--- src/pgrd_pkg.sv ---
`timescale 1ns / 1ps

package pgrd_pkg;

    // Configuration register indexes.
    localparam logic [1:0] REG_DYN_F        = 2'd0;
    localparam logic [1:0] REG_START_BLACK  = 2'd1;
    localparam logic [1:0] REG_GLYPH_WIDTH  = 2'd2;
    localparam logic [1:0] REG_GLYPH_HEIGHT = 2'd3;

    localparam int CFG_DATA_W = 7;

    // Special nybble codes and raw-bitmap selection.
    localparam logic [3:0] NYB_REPEAT     = 4'd14;
    localparam logic [3:0] NYB_ONE_REPEAT = 4'd15;
    localparam logic [3:0] DYN_F_RAW      = 4'd14;

    localparam logic [3:0] ZERO_COUNT_MAX = 4'hf;
    localparam logic [6:0] REPEAT_MAX     = 7'd127;
    localparam int         RUN_BIAS       = 193;

    localparam logic [2:0] BIT_FIRST = 3'd7;

    // Commands from the controller to the datapath.
    typedef struct packed {
        logic       load;
        logic       nyb;
        logic       lo;
        logic       raw_load;
        logic [2:0] bit_idx;
        logic       run_step;
        logic       emit;
        logic       err_emit;
    } pgrd_cmd_t;

    // Status from the datapath to the controller.
    typedef struct packed {
        logic done;
        logic raw;
        logic nyb_run;
        logic nyb_err;
        logic row_full;
        logic len_nz;
        logic emit_more;
        logic emit_last;
        logic out_free;
    } pgrd_status_t;

endpackage

--- src/pk_glyph_raster_decoder.sv ---
`timescale 1ns / 1ps

// Decodes one PK glyph raster, fed one byte per transaction, into pixel rows.
// With dyn_f below 14 each byte is read as two nybbles of packed run counts
// (high nybble first), with 14 or 15 setting a repeat count for the row in
// which the next run ends; with dyn_f of 14 or 15 the bytes are a raw bitmap,
// MSB first. Each finished row leaves as one transaction, followed by its
// repeated copies; the last row, or a double repeat count (error_code 1),
// carries last_row and ends the glyph, after which bytes are taken and
// ignored until a register write starts a new glyph. Steps: a byte is first
// taken, then in packed mode each nybble is decoded and each row segment a run
// covers is filled in turn, and in raw mode each bit is loaded and then placed;
// each finished row is then emitted, waiting while the output is stalled. The
// run sequencer handles one step per cycle. A finished row waits in the output
// register, so the next byte is taken while it is still unclaimed.

module pk_glyph_raster_decoder import pgrd_pkg::*;
#(
    parameter int MAX_WIDTH  = 32,
    parameter int MAX_HEIGHT = 64
)
(
    input  logic                  clk,
    input  logic                  rst_n,
    input  logic                  cfg_we,
    input  logic [1:0]            cfg_index,
    input  logic [CFG_DATA_W-1:0] cfg_data,
    input  logic                  in_valid,
    output logic                  in_stall,
    input  logic [7:0]            raster_byte,
    output logic                  out_valid,
    input  logic                  out_stall,
    output logic [MAX_WIDTH-1:0]  row_pixels,
    output logic [5:0]            row_index,
    output logic                  last_row,
    output logic                  error_code
);

    pgrd_cmd_t    cmd;
    pgrd_status_t st;

    // The controller sequences nybbles, bits, run segments and row emission.
    pgrd_ctrl u_ctrl
    (
        .clk      (clk),
        .rst_n    (rst_n),
        .in_valid (in_valid),
        .in_stall (in_stall),
        .st       (st),
        .cmd      (cmd)
    );

    // The datapath holds the decoder state, the row buffer and the output register.
    pgrd_dp #(
        .MAX_WIDTH  (MAX_WIDTH),
        .MAX_HEIGHT (MAX_HEIGHT)
    ) u_dp
    (
        .clk         (clk),
        .rst_n       (rst_n),
        .cfg_we      (cfg_we),
        .cfg_index   (cfg_index),
        .cfg_data    (cfg_data),
        .raster_byte (raster_byte),
        .out_stall   (out_stall),
        .cmd         (cmd),
        .st          (st),
        .out_valid   (out_valid),
        .row_pixels  (row_pixels),
        .row_index   (row_index),
        .last_row    (last_row),
        .error_code  (error_code)
    );

endmodule

--- src/pgrd_ctrl.sv ---
`timescale 1ns / 1ps

module pgrd_ctrl import pgrd_pkg::*;
(
    input  logic         clk,
    input  logic         rst_n,
    input  logic         in_valid,
    output logic         in_stall,
    input  pgrd_status_t st,
    output pgrd_cmd_t    cmd
);

    localparam logic [2:0] S_IDLE = 3'd0;
    localparam logic [2:0] S_NYB  = 3'd1;
    localparam logic [2:0] S_RAW  = 3'd2;
    localparam logic [2:0] S_RUN  = 3'd3;
    localparam logic [2:0] S_EMIT = 3'd4;
    localparam logic [2:0] S_ERR  = 3'd5;

    logic [2:0] state_reg, state_next;
    logic       lo_sel_reg, lo_sel_next;
    logic [2:0] bit_idx_reg, bit_idx_next;

    logic       adv_more;
    logic [2:0] adv_state;

    assign in_stall  = (state_reg != S_IDLE);
    assign adv_more  = st.raw ? (bit_idx_reg != 3'd0) : !lo_sel_reg;
    assign adv_state = st.raw ? S_RAW : S_NYB;

    always_comb
    begin
        state_next   = state_reg;
        lo_sel_next  = lo_sel_reg;
        bit_idx_next = bit_idx_reg;
        cmd          = '0;
        cmd.lo       = lo_sel_reg;
        cmd.bit_idx  = bit_idx_reg;
        unique case (state_reg)
            S_IDLE:
            begin
                if (in_valid)
                begin
                    cmd.load = 1'b1;
                    if (!st.done)
                    begin
                        if (st.raw)
                        begin
                            state_next   = S_RAW;
                            bit_idx_next = BIT_FIRST;
                        end
                        else
                        begin
                            state_next  = S_NYB;
                            lo_sel_next = 1'b0;
                        end
                    end
                end
            end
            S_NYB:
            begin
                cmd.nyb = 1'b1;
                if (st.nyb_err)
                    state_next = S_ERR;
                else if (st.nyb_run)
                    state_next = S_RUN;
                else if (adv_more && !st.done)
                begin
                    state_next  = adv_state;
                    lo_sel_next = 1'b1;
                end
                else
                    state_next = S_IDLE;
            end
            S_RAW:
            begin
                cmd.raw_load = 1'b1;
                state_next   = S_RUN;
            end
            S_RUN:
            begin
                cmd.run_step = 1'b1;
                if (st.row_full)
                    state_next = S_EMIT;
                else if (adv_more && !st.done)
                begin
                    state_next = adv_state;
                    if (st.raw)
                        bit_idx_next = bit_idx_reg - 3'd1;
                    else
                        lo_sel_next = 1'b1;
                end
                else
                    state_next = S_IDLE;
            end
            S_EMIT:
            begin
                if (st.out_free)
                begin
                    cmd.emit = 1'b1;
                    if (st.emit_more)
                        state_next = S_EMIT;
                    else if (st.emit_last)
                        state_next = S_IDLE;
                    else if (st.len_nz)
                        state_next = S_RUN;
                    else if (adv_more)
                    begin
                        state_next = adv_state;
                        if (st.raw)
                            bit_idx_next = bit_idx_reg - 3'd1;
                        else
                            lo_sel_next = 1'b1;
                    end
                    else
                        state_next = S_IDLE;
                end
            end
            S_ERR:
            begin
                if (st.out_free)
                begin
                    cmd.err_emit = 1'b1;
                    state_next   = S_IDLE;
                end
            end
            default:
            begin
                state_next = S_IDLE;
            end
        endcase
    end

    always_ff @(posedge clk or negedge rst_n)
    begin
        if (!rst_n)
        begin
            state_reg   <= S_IDLE;
            lo_sel_reg  <= 1'b0;
            bit_idx_reg <= 3'd0;
        end
        else
        begin
            state_reg   <= state_next;
            lo_sel_reg  <= lo_sel_next;
            bit_idx_reg <= bit_idx_next;
        end
    end

endmodule

--- src/pgrd_dp.sv ---
`timescale 1ns / 1ps

module pgrd_dp import pgrd_pkg::*;
#(
    parameter int MAX_WIDTH  = 32,
    parameter int MAX_HEIGHT = 64
)
(
    input  logic                  clk,
    input  logic                  rst_n,
    input  logic                  cfg_we,
    input  logic [1:0]            cfg_index,
    input  logic [CFG_DATA_W-1:0] cfg_data,
    input  logic [7:0]            raster_byte,
    input  logic                  out_stall,
    input  pgrd_cmd_t             cmd,
    output pgrd_status_t          st,
    output logic                  out_valid,
    output logic [MAX_WIDTH-1:0]  row_pixels,
    output logic [5:0]            row_index,
    output logic                  last_row,
    output logic                  error_code
);

    localparam int CW = $clog2(MAX_WIDTH + 1);
    localparam int HW = $clog2(MAX_HEIGHT + 1);

    localparam logic [1:0] PH_FIRST  = 2'd0;
    localparam logic [1:0] PH_ZEROS  = 2'd1;
    localparam logic [1:0] PH_DIGITS = 2'd2;
    localparam logic [1:0] PH_SECOND = 2'd3;

    logic [3:0]           dyn_f_reg;
    logic                 start_black_reg;
    logic [5:0]           glyph_width_reg;
    logic [6:0]           glyph_height_reg;
    logic [7:0]           byte_reg;
    logic [1:0]           phase_reg;
    logic [3:0]           zero_count_reg;
    logic [31:0]          accum_reg;
    logic                 pending_reg;
    logic [6:0]           repeat_reg;
    logic                 colour_reg;
    logic [MAX_WIDTH-1:0] row_buf_reg;
    logic [CW-1:0]        column_reg;
    logic [HW-1:0]        row_count_reg;
    logic                 done_reg;
    logic [31:0]          run_len_reg;
    logic                 run_colour_reg;
    logic                 out_valid_reg;
    logic [MAX_WIDTH-1:0] out_pixels_reg;
    logic [5:0]           out_index_reg;
    logic                 out_last_reg;
    logic                 out_err_reg;

    logic [CW-1:0]        w_eff;
    logic [HW-1:0]        h_eff;
    logic [3:0]           nyb;
    logic [31:0]          accum_sh;
    logic [3:0]           zc_dec;
    logic [33:0]          bias_sum;
    logic [31:0]          big_v;
    logic [31:0]          first_v;
    logic                 cpl;
    logic [31:0]          cpl_v;
    logic                 nyb_err;
    logic [1:0]           phase_n;
    logic [3:0]           zc_n;
    logic [31:0]          accum_n;
    logic                 pend_set;
    logic                 rep_one;
    logic [CW-1:0]        room;
    logic [CW-1:0]        k;
    logic [CW-1:0]        col_end;
    logic [MAX_WIDTH-1:0] mask;
    logic                 row_full;
    logic [31:0]          len_after;
    logic [HW-1:0]        rc_inc;
    logic                 last_c;
    logic                 emit_more;

    function automatic logic [MAX_WIDTH-1:0] low_mask(input logic [CW-1:0] n);
        logic [MAX_WIDTH-1:0] m;
        for (int i = 0; i < MAX_WIDTH; i++)
            m[i] = (32'(i) < 32'(n));
        return m;
    endfunction

    always_comb
    begin
        if (glyph_width_reg == 6'd0)
            w_eff = CW'(1);
        else if (32'(glyph_width_reg) > 32'(MAX_WIDTH))
            w_eff = CW'(MAX_WIDTH);
        else
            w_eff = CW'(glyph_width_reg);
        if (glyph_height_reg == 7'd0)
            h_eff = HW'(1);
        else if (32'(glyph_height_reg) > 32'(MAX_HEIGHT))
            h_eff = HW'(MAX_HEIGHT);
        else
            h_eff = HW'(glyph_height_reg);
    end

    assign nyb      = cmd.lo ? byte_reg[3:0] : byte_reg[7:4];
    assign accum_sh = (|accum_reg[31:28]) ? '1 : {accum_reg[27:0], nyb};
    assign zc_dec   = zero_count_reg - 4'd1;
    assign bias_sum = {2'b00, accum_sh} + 34'(RUN_BIAS)
                      - 34'({dyn_f_reg, 4'b0000}) + 34'(dyn_f_reg);
    assign big_v    = (|bias_sum[33:32]) ? '1 : bias_sum[31:0];
    assign first_v  = 32'({nyb - dyn_f_reg - 4'd1, 4'b0000}) + 32'(dyn_f_reg) + 32'd1;

    // Packed-number decoding of one nybble.
    always_comb
    begin
        cpl      = 1'b0;
        cpl_v    = 32'(nyb);
        nyb_err  = 1'b0;
        phase_n  = phase_reg;
        zc_n     = zero_count_reg;
        accum_n  = accum_reg;
        pend_set = 1'b0;
        rep_one  = 1'b0;
        unique case (phase_reg)
            PH_FIRST:
            begin
                if (nyb == 4'd0)
                begin
                    zc_n    = 4'd1;
                    phase_n = PH_ZEROS;
                end
                else if (nyb <= dyn_f_reg)
                    cpl = 1'b1;
                else if (nyb < NYB_REPEAT)
                begin
                    accum_n = first_v;
                    phase_n = PH_SECOND;
                end
                else if (pending_reg || repeat_reg != 7'd0)
                    nyb_err = 1'b1;
                else if (nyb == NYB_ONE_REPEAT)
                    rep_one = 1'b1;
                else
                    pend_set = 1'b1;
            end
            PH_ZEROS:
            begin
                if (nyb == 4'd0)
                begin
                    if (zero_count_reg != ZERO_COUNT_MAX)
                        zc_n = zero_count_reg + 4'd1;
                end
                else
                begin
                    accum_n = 32'(nyb);
                    phase_n = PH_DIGITS;
                end
            end
            PH_DIGITS:
            begin
                accum_n = accum_sh;
                zc_n    = zc_dec;
                if (zc_dec == 4'd0)
                begin
                    cpl   = 1'b1;
                    cpl_v = big_v;
                end
            end
            PH_SECOND:
            begin
                cpl   = 1'b1;
                cpl_v = accum_reg + 32'(nyb);
            end
        endcase
        if (cpl)
            phase_n = PH_FIRST;
    end

    // One run segment within the current row.
    assign room      = w_eff - column_reg;
    assign k         = (run_len_reg < 32'(room)) ? run_len_reg[CW-1:0] : room;
    assign col_end   = column_reg + k;
    assign mask      = low_mask(col_end) & ~low_mask(column_reg);
    assign row_full  = (col_end >= w_eff);
    assign len_after = run_len_reg - 32'(k);

    assign rc_inc    = row_count_reg + HW'(1);
    assign last_c    = (rc_inc >= h_eff);
    assign emit_more = !last_c && (repeat_reg != 7'd0);

    always_comb
    begin
        st.done      = done_reg;
        st.raw       = (dyn_f_reg >= DYN_F_RAW);
        st.nyb_run   = cpl && !pending_reg;
        st.nyb_err   = nyb_err;
        st.row_full  = row_full;
        st.len_nz    = (run_len_reg != 32'd0);
        st.emit_more = emit_more;
        st.emit_last = last_c;
        st.out_free  = !out_valid_reg || !out_stall;
    end

    always_ff @(posedge clk or negedge rst_n)
    begin
        if (!rst_n)
        begin
            dyn_f_reg        <= 4'd0;
            start_black_reg  <= 1'b0;
            glyph_width_reg  <= 6'd32;
            glyph_height_reg <= 7'd64;
            byte_reg         <= 8'd0;
            phase_reg        <= PH_FIRST;
            zero_count_reg   <= 4'd0;
            accum_reg        <= 32'd0;
            pending_reg      <= 1'b0;
            repeat_reg       <= 7'd0;
            colour_reg       <= 1'b0;
            row_buf_reg      <= '0;
            column_reg       <= '0;
            row_count_reg    <= '0;
            done_reg         <= 1'b0;
            run_len_reg      <= 32'd0;
            run_colour_reg   <= 1'b0;
            out_valid_reg    <= 1'b0;
            out_pixels_reg   <= '0;
            out_index_reg    <= 6'd0;
            out_last_reg     <= 1'b0;
            out_err_reg      <= 1'b0;
        end
        else
        begin
            if (cmd.load)
                byte_reg <= raster_byte;

            if (cmd.nyb)
            begin
                phase_reg      <= phase_n;
                zero_count_reg <= zc_n;
                accum_reg      <= accum_n;
                if (pend_set)
                    pending_reg <= 1'b1;
                if (rep_one)
                    repeat_reg <= 7'd1;
                if (cpl)
                begin
                    if (pending_reg)
                    begin
                        repeat_reg  <= (cpl_v > 32'(REPEAT_MAX)) ? REPEAT_MAX : cpl_v[6:0];
                        pending_reg <= 1'b0;
                    end
                    else
                    begin
                        run_len_reg    <= cpl_v;
                        run_colour_reg <= colour_reg;
                        colour_reg     <= ~colour_reg;
                    end
                end
            end

            if (cmd.raw_load)
            begin
                run_len_reg    <= 32'd1;
                run_colour_reg <= byte_reg[cmd.bit_idx];
            end

            if (cmd.run_step)
            begin
                if (run_colour_reg)
                    row_buf_reg <= row_buf_reg | mask;
                column_reg  <= col_end;
                run_len_reg <= len_after;
            end

            if (cmd.emit)
            begin
                out_pixels_reg <= row_buf_reg;
                out_index_reg  <= 6'(row_count_reg);
                out_last_reg   <= last_c;
                out_err_reg    <= 1'b0;
                row_count_reg  <= rc_inc;
                if (last_c)
                    done_reg <= 1'b1;
                if (emit_more)
                    repeat_reg <= repeat_reg - 7'd1;
                else
                begin
                    row_buf_reg <= '0;
                    column_reg  <= '0;
                end
            end

            if (cmd.err_emit)
            begin
                out_pixels_reg <= '0;
                out_index_reg  <= 6'(row_count_reg);
                out_last_reg   <= 1'b1;
                out_err_reg    <= 1'b1;
                done_reg       <= 1'b1;
            end

            if (cmd.emit || cmd.err_emit)
                out_valid_reg <= 1'b1;
            else if (!out_stall)
                out_valid_reg <= 1'b0;

            // Any register write restarts the glyph.
            if (cfg_we)
            begin
                unique case (cfg_index)
                    REG_DYN_F:        dyn_f_reg        <= cfg_data[3:0];
                    REG_START_BLACK:  start_black_reg  <= cfg_data[0];
                    REG_GLYPH_WIDTH:  glyph_width_reg  <= cfg_data[5:0];
                    REG_GLYPH_HEIGHT: glyph_height_reg <= cfg_data[6:0];
                endcase
                phase_reg      <= PH_FIRST;
                zero_count_reg <= 4'd0;
                accum_reg      <= 32'd0;
                pending_reg    <= 1'b0;
                repeat_reg     <= 7'd0;
                colour_reg     <= (cfg_index == REG_START_BLACK) ? cfg_data[0]
                                                                 : start_black_reg;
                row_buf_reg    <= '0;
                column_reg     <= '0;
                row_count_reg  <= '0;
                done_reg       <= 1'b0;
                run_len_reg    <= 32'd0;
            end
        end
    end

    assign out_valid  = out_valid_reg;
    assign row_pixels = out_pixels_reg;
    assign row_index  = out_index_reg;
    assign last_row   = out_last_reg;
    assign error_code = out_err_reg;

endmodule

--- config.mk ---
export PLATFORM = sky130hd
export DESIGN_NAME = pk_glyph_raster_decoder
export DESIGN_NICKNAME = d
export VERILOG_FILES = /design/src/pgrd_pkg.sv /design/src/pk_glyph_raster_decoder.sv /design/src/pgrd_ctrl.sv /design/src/pgrd_dp.sv
export SDC_FILE = /design/constraint.sdc
export NUM_CORES = 1
export LEC_CHECK = 0
export ABC_AREA = 1
export BUFFER_PORTS_ARGS = -buffer_cell sky130_fd_sc_hd__buf_2
export CAP_MARGIN = 20
export CORE_UTILIZATION = 40
export DETAILED_ROUTE_END_ITERATION = 12
export SYNTH_ARGS = -nofsm -noshare
export SYNTH_HDL_FRONTEND = slang
export SYNTH_SLANG_ARGS = --single-unit
--- constraint.sdc ---
create_clock -name clk -period 11.09 [get_ports clk]
set_input_delay 2.218 -clock clk [delete_from_list [all_inputs] [get_ports clk]]
set_output_delay 2.218 -clock clk [all_outputs]
set_load 0.1 [all_outputs]
==> metrics.md <==
| Metric | Value |
|---|---|
| Outcome | `complete, no violations` |
| DRT iter0 DRCs | `1227` |
| CP most frequent cell | `inv_1` |
| Actual slew at the worst max-slew pin | `1000 ps` |
| Starting Density | `40.7%` |
| Top FF cell, synth | `dfrtp_1` |
| Core ar. | `~40000 um2` |
| Clock-pin transition on the worst setup and hold timing paths | `around 80 ps` |
| Clock Path Buffers | `2` |
| Area Growth Syn to Fin | `8.60%` |
| RSZ-0062 raised after global routing | `no` |
| Number of flops mapped to enable cells by yosys | `0` |
| N_diodes | `0` |
| Post-synthesis sequential area ratio | `30.7%` |
| Fmax | `~150 MHz` |
| Initial antenna violation count | `0` |
| Nets@finish | `2535` |
| Top sig layer | `met4` |
| CP required | `~11000 ps` |
| Tmin final | `6620 ps` |
| Hold Path Class | `register to register` |
| Average footprint of a synthesized cell | `between 6 and 7 um2` |
| Post-CTS Setup Bufs | `0` |
| Boundary Pins | `64` |
| Hold Fails Final Rpt | `0` |
| Post_cts resized | `0` |
| Clock Skew | `approximately 15 ps` |
| Crit path capture type | `register` |
| Met3 Wirelength | `2210 um` |
| PortBufs | `63` |
| Vias post-DR | `15943` |
| Post-CTS Hold Fix Bufs | `0` |
| Setup TNS | `0 ps` |
| Tcrit/Tclk final | `around three fifths` |
| Total gr overflow | `0` |
| Max-cap violations | `0` |
| Setup-failing EPs final | `0` |
| Synth async-reset ratio | `100%` |
| Setup CP Type | `register to register` |
| Synthesized area | `16300 um2` |
| Die extent in x | `204 um` |
| First drt pass iteration count | `7` |
| Slowest CP cell | `o21ai_0` |
| Root buf cell | `clkbuf_16` |
| DR DRC count | `0` |
| Num rows | `73` |
| Dpl hpwl | `38700 um` |
| Gpl congestion | `0.902` |
| Routed length on met1 | `about 24000 um` |
| Worst-Skew Late Latency | `470 ps` |
| TritonCTS Buffers | `17` |
| Tot GR Track Use | `24.3%` |
| Via density | `5.40` |
| Die area | `41600 um2` |
| Pins over their slew limit | `0` |
| Critical path fanouts, max | `6` |
| Global-route wire length before repair | `80200 um` |
| Critical path's largest stage delay | `630 ps` |
| Worst rel slew slack | `about a third` |
| Antenna Nets Post-Route | `0` |
| Synth Register Bits | `200` |
| H-tree levels | `4` |
| Routed len/inst | `16.8 um` |
| Startpoint Class | `register` |
| Clock sink count | `200` |
| Critical path arrival | `6930 ps` |
| Syn_nets | `2495` |
| Vias in the first global route | `14992` |
| Die height | `204 um` |
| Final wirelength | `~50000 um` |
| DP Area | `17100 um2` |
| Fraction of layout cells with a size suffix above 1 | `8.94%` |
| Cells after Synth | `2374` |
| Metal2 WL | `22800 um` |
| CTS tree | `done` |
| Finished Cell Area | `17700 um2` |
| Synth warnings | `0` |
| Final Util | `44.3%` |
| Yosys cell types | `66` |
| Largest net degree at the start of global routing | `78` |
-- worst max-delay path, delay by kind of cell, from the launching register on --
| family | cells | cell delay (ps) |
|---|---|---|
| flip-flops | 1 | 580 |
| AO/OA/AOI/OAI | 9 | 1670 |
| XOR/XNOR | 1 | 230 |
| buffers and inverters | 9 | 650 |
| AND/OR/NAND/NOR | 19 | 2420 |
| adder cells (fa/ha/maj) | 3 | 940 |
-- cell usage in the layout, fill, tap and decap left out, drive strengths merged, types with 4 or more instances in the layout --
master   instances
a2111oi          5
a21boi           5
a21oi          186
a22o             9
a31oi           14
a32o             9
buf             74
clkbuf          19
clkinv          13
dfrtp          198
fa               5
ha              94
inv            384
nand2          490
nand3          141
nand3b           6
nand4           17
nor2           279
nor3            55
nor4             7
o211ai          13
o21a             9
o21ai          231
o21bai           7
o221ai           4
o22ai           10
o31ai           18
o32ai            7
or2             11
xnor2           18
xor2            54
-- logic make-up after synthesis --
kind of cell / Yosys count / share of synthesized area [%]
fa+ha+maj: 99 / 7.83
buf+inv: 437 / 10.3
simple gates: 1009 / 27.3
xor+xnor: 72 / 3.87
mux: 2 / 0.138
compound gates: 555 / 19.8
flops: 200 / 30.7
-- metal layers --
metal / vias up / GRT usage (%)
met5: - / 0
li1: 7914 / -
met2: 468 / 39.0
met4: 0 / 8.14
met1: 7496 / 34.1
met3: 65 / 2.15
-- metrics by stage --
step,setup WS (ps),cells,hold slack (ps)
after floorplan,5330,2374,463
final,4470,2952,483
after global placement,4680,2920,461
after global routing,3640,2952,514
after CTS,4500,2952,488
after detailed placement,4500,2920,469
-- final timing paths --
path	startpoint	endpoint	slack (ps)	cells after the start
max reg2reg	u_dp.glyph_width_reg[5]$_DFFE_PN1P_	u_dp.run_len_reg[31]$_DFFE_PN0P_	4470	41
min reg2reg	u_dp.row_pixels[14]$_DFFE_PN0P_	u_dp.row_pixels[14]$_DFFE_PN0P_	480	2
min	u_dp.row_pixels[14]$_DFFE_PN0P_	u_dp.row_pixels[14]$_DFFE_PN0P_	480	2
min in group asynchronous	rst_n	u_dp.row_pixels[25]$_DFFE_PN0P_	1790	1
max in group asynchronous	rst_n	u_dp.glyph_height_reg[1]$_DFFE_PN0P_	7890	2
max	u_dp.glyph_width_reg[5]$_DFFE_PN1P_	u_dp.run_len_reg[31]$_DFFE_PN0P_	4470	41
-- final cells by class --
cell class	count	area, um2
Clock buffer	18	439
Fill cell	4167	22300
Clock inverter	14	131
Inverter	383	1440
Tap cell	525	657
Timing Repair Buffer	75	414
Multi-Input combinational cell	1737	9620
Sequential cell	200	5010
-- cells in the mapped netlist (6+ instances only) --
cell      instances  area [um2]
o22ai_1          10        62.6
o31ai_1          18         135
o21bai_1          6        45.0
o21ai_0         214        1070
xnor2_1          18         158
clkinv_1          7        26.3
clkbuf_1         46         173
nand4_1          17         106
o21a_1            9        67.6
o32ai_1           7        61.3
xor2_1           54         473
nor2_2           10        62.6
a31oi_1          14        87.6
inv_2            12        45.0
a32o_1            9        90.1
nand3_1         136         681
o21ai_2           7        61.3
a22o_1            9        78.8
ha_1             94        1180
or2_2            11        68.8
nor4_1            7        43.8
nor2_1          258         968
nand2_1         456        1710
o21ai_1           9        45.0
o211ai_1         13        97.6
a21oi_1         181         906
nand2_4           9         101
nand2_2          25         156
inv_1           364        1370
dfrtp_1         198        4950
nor3_1           51         255
nor2_4           10         113
Power is not shown: default switching activity piles up to over one toggle a cycle in this logic, so the estimate is an artifact.
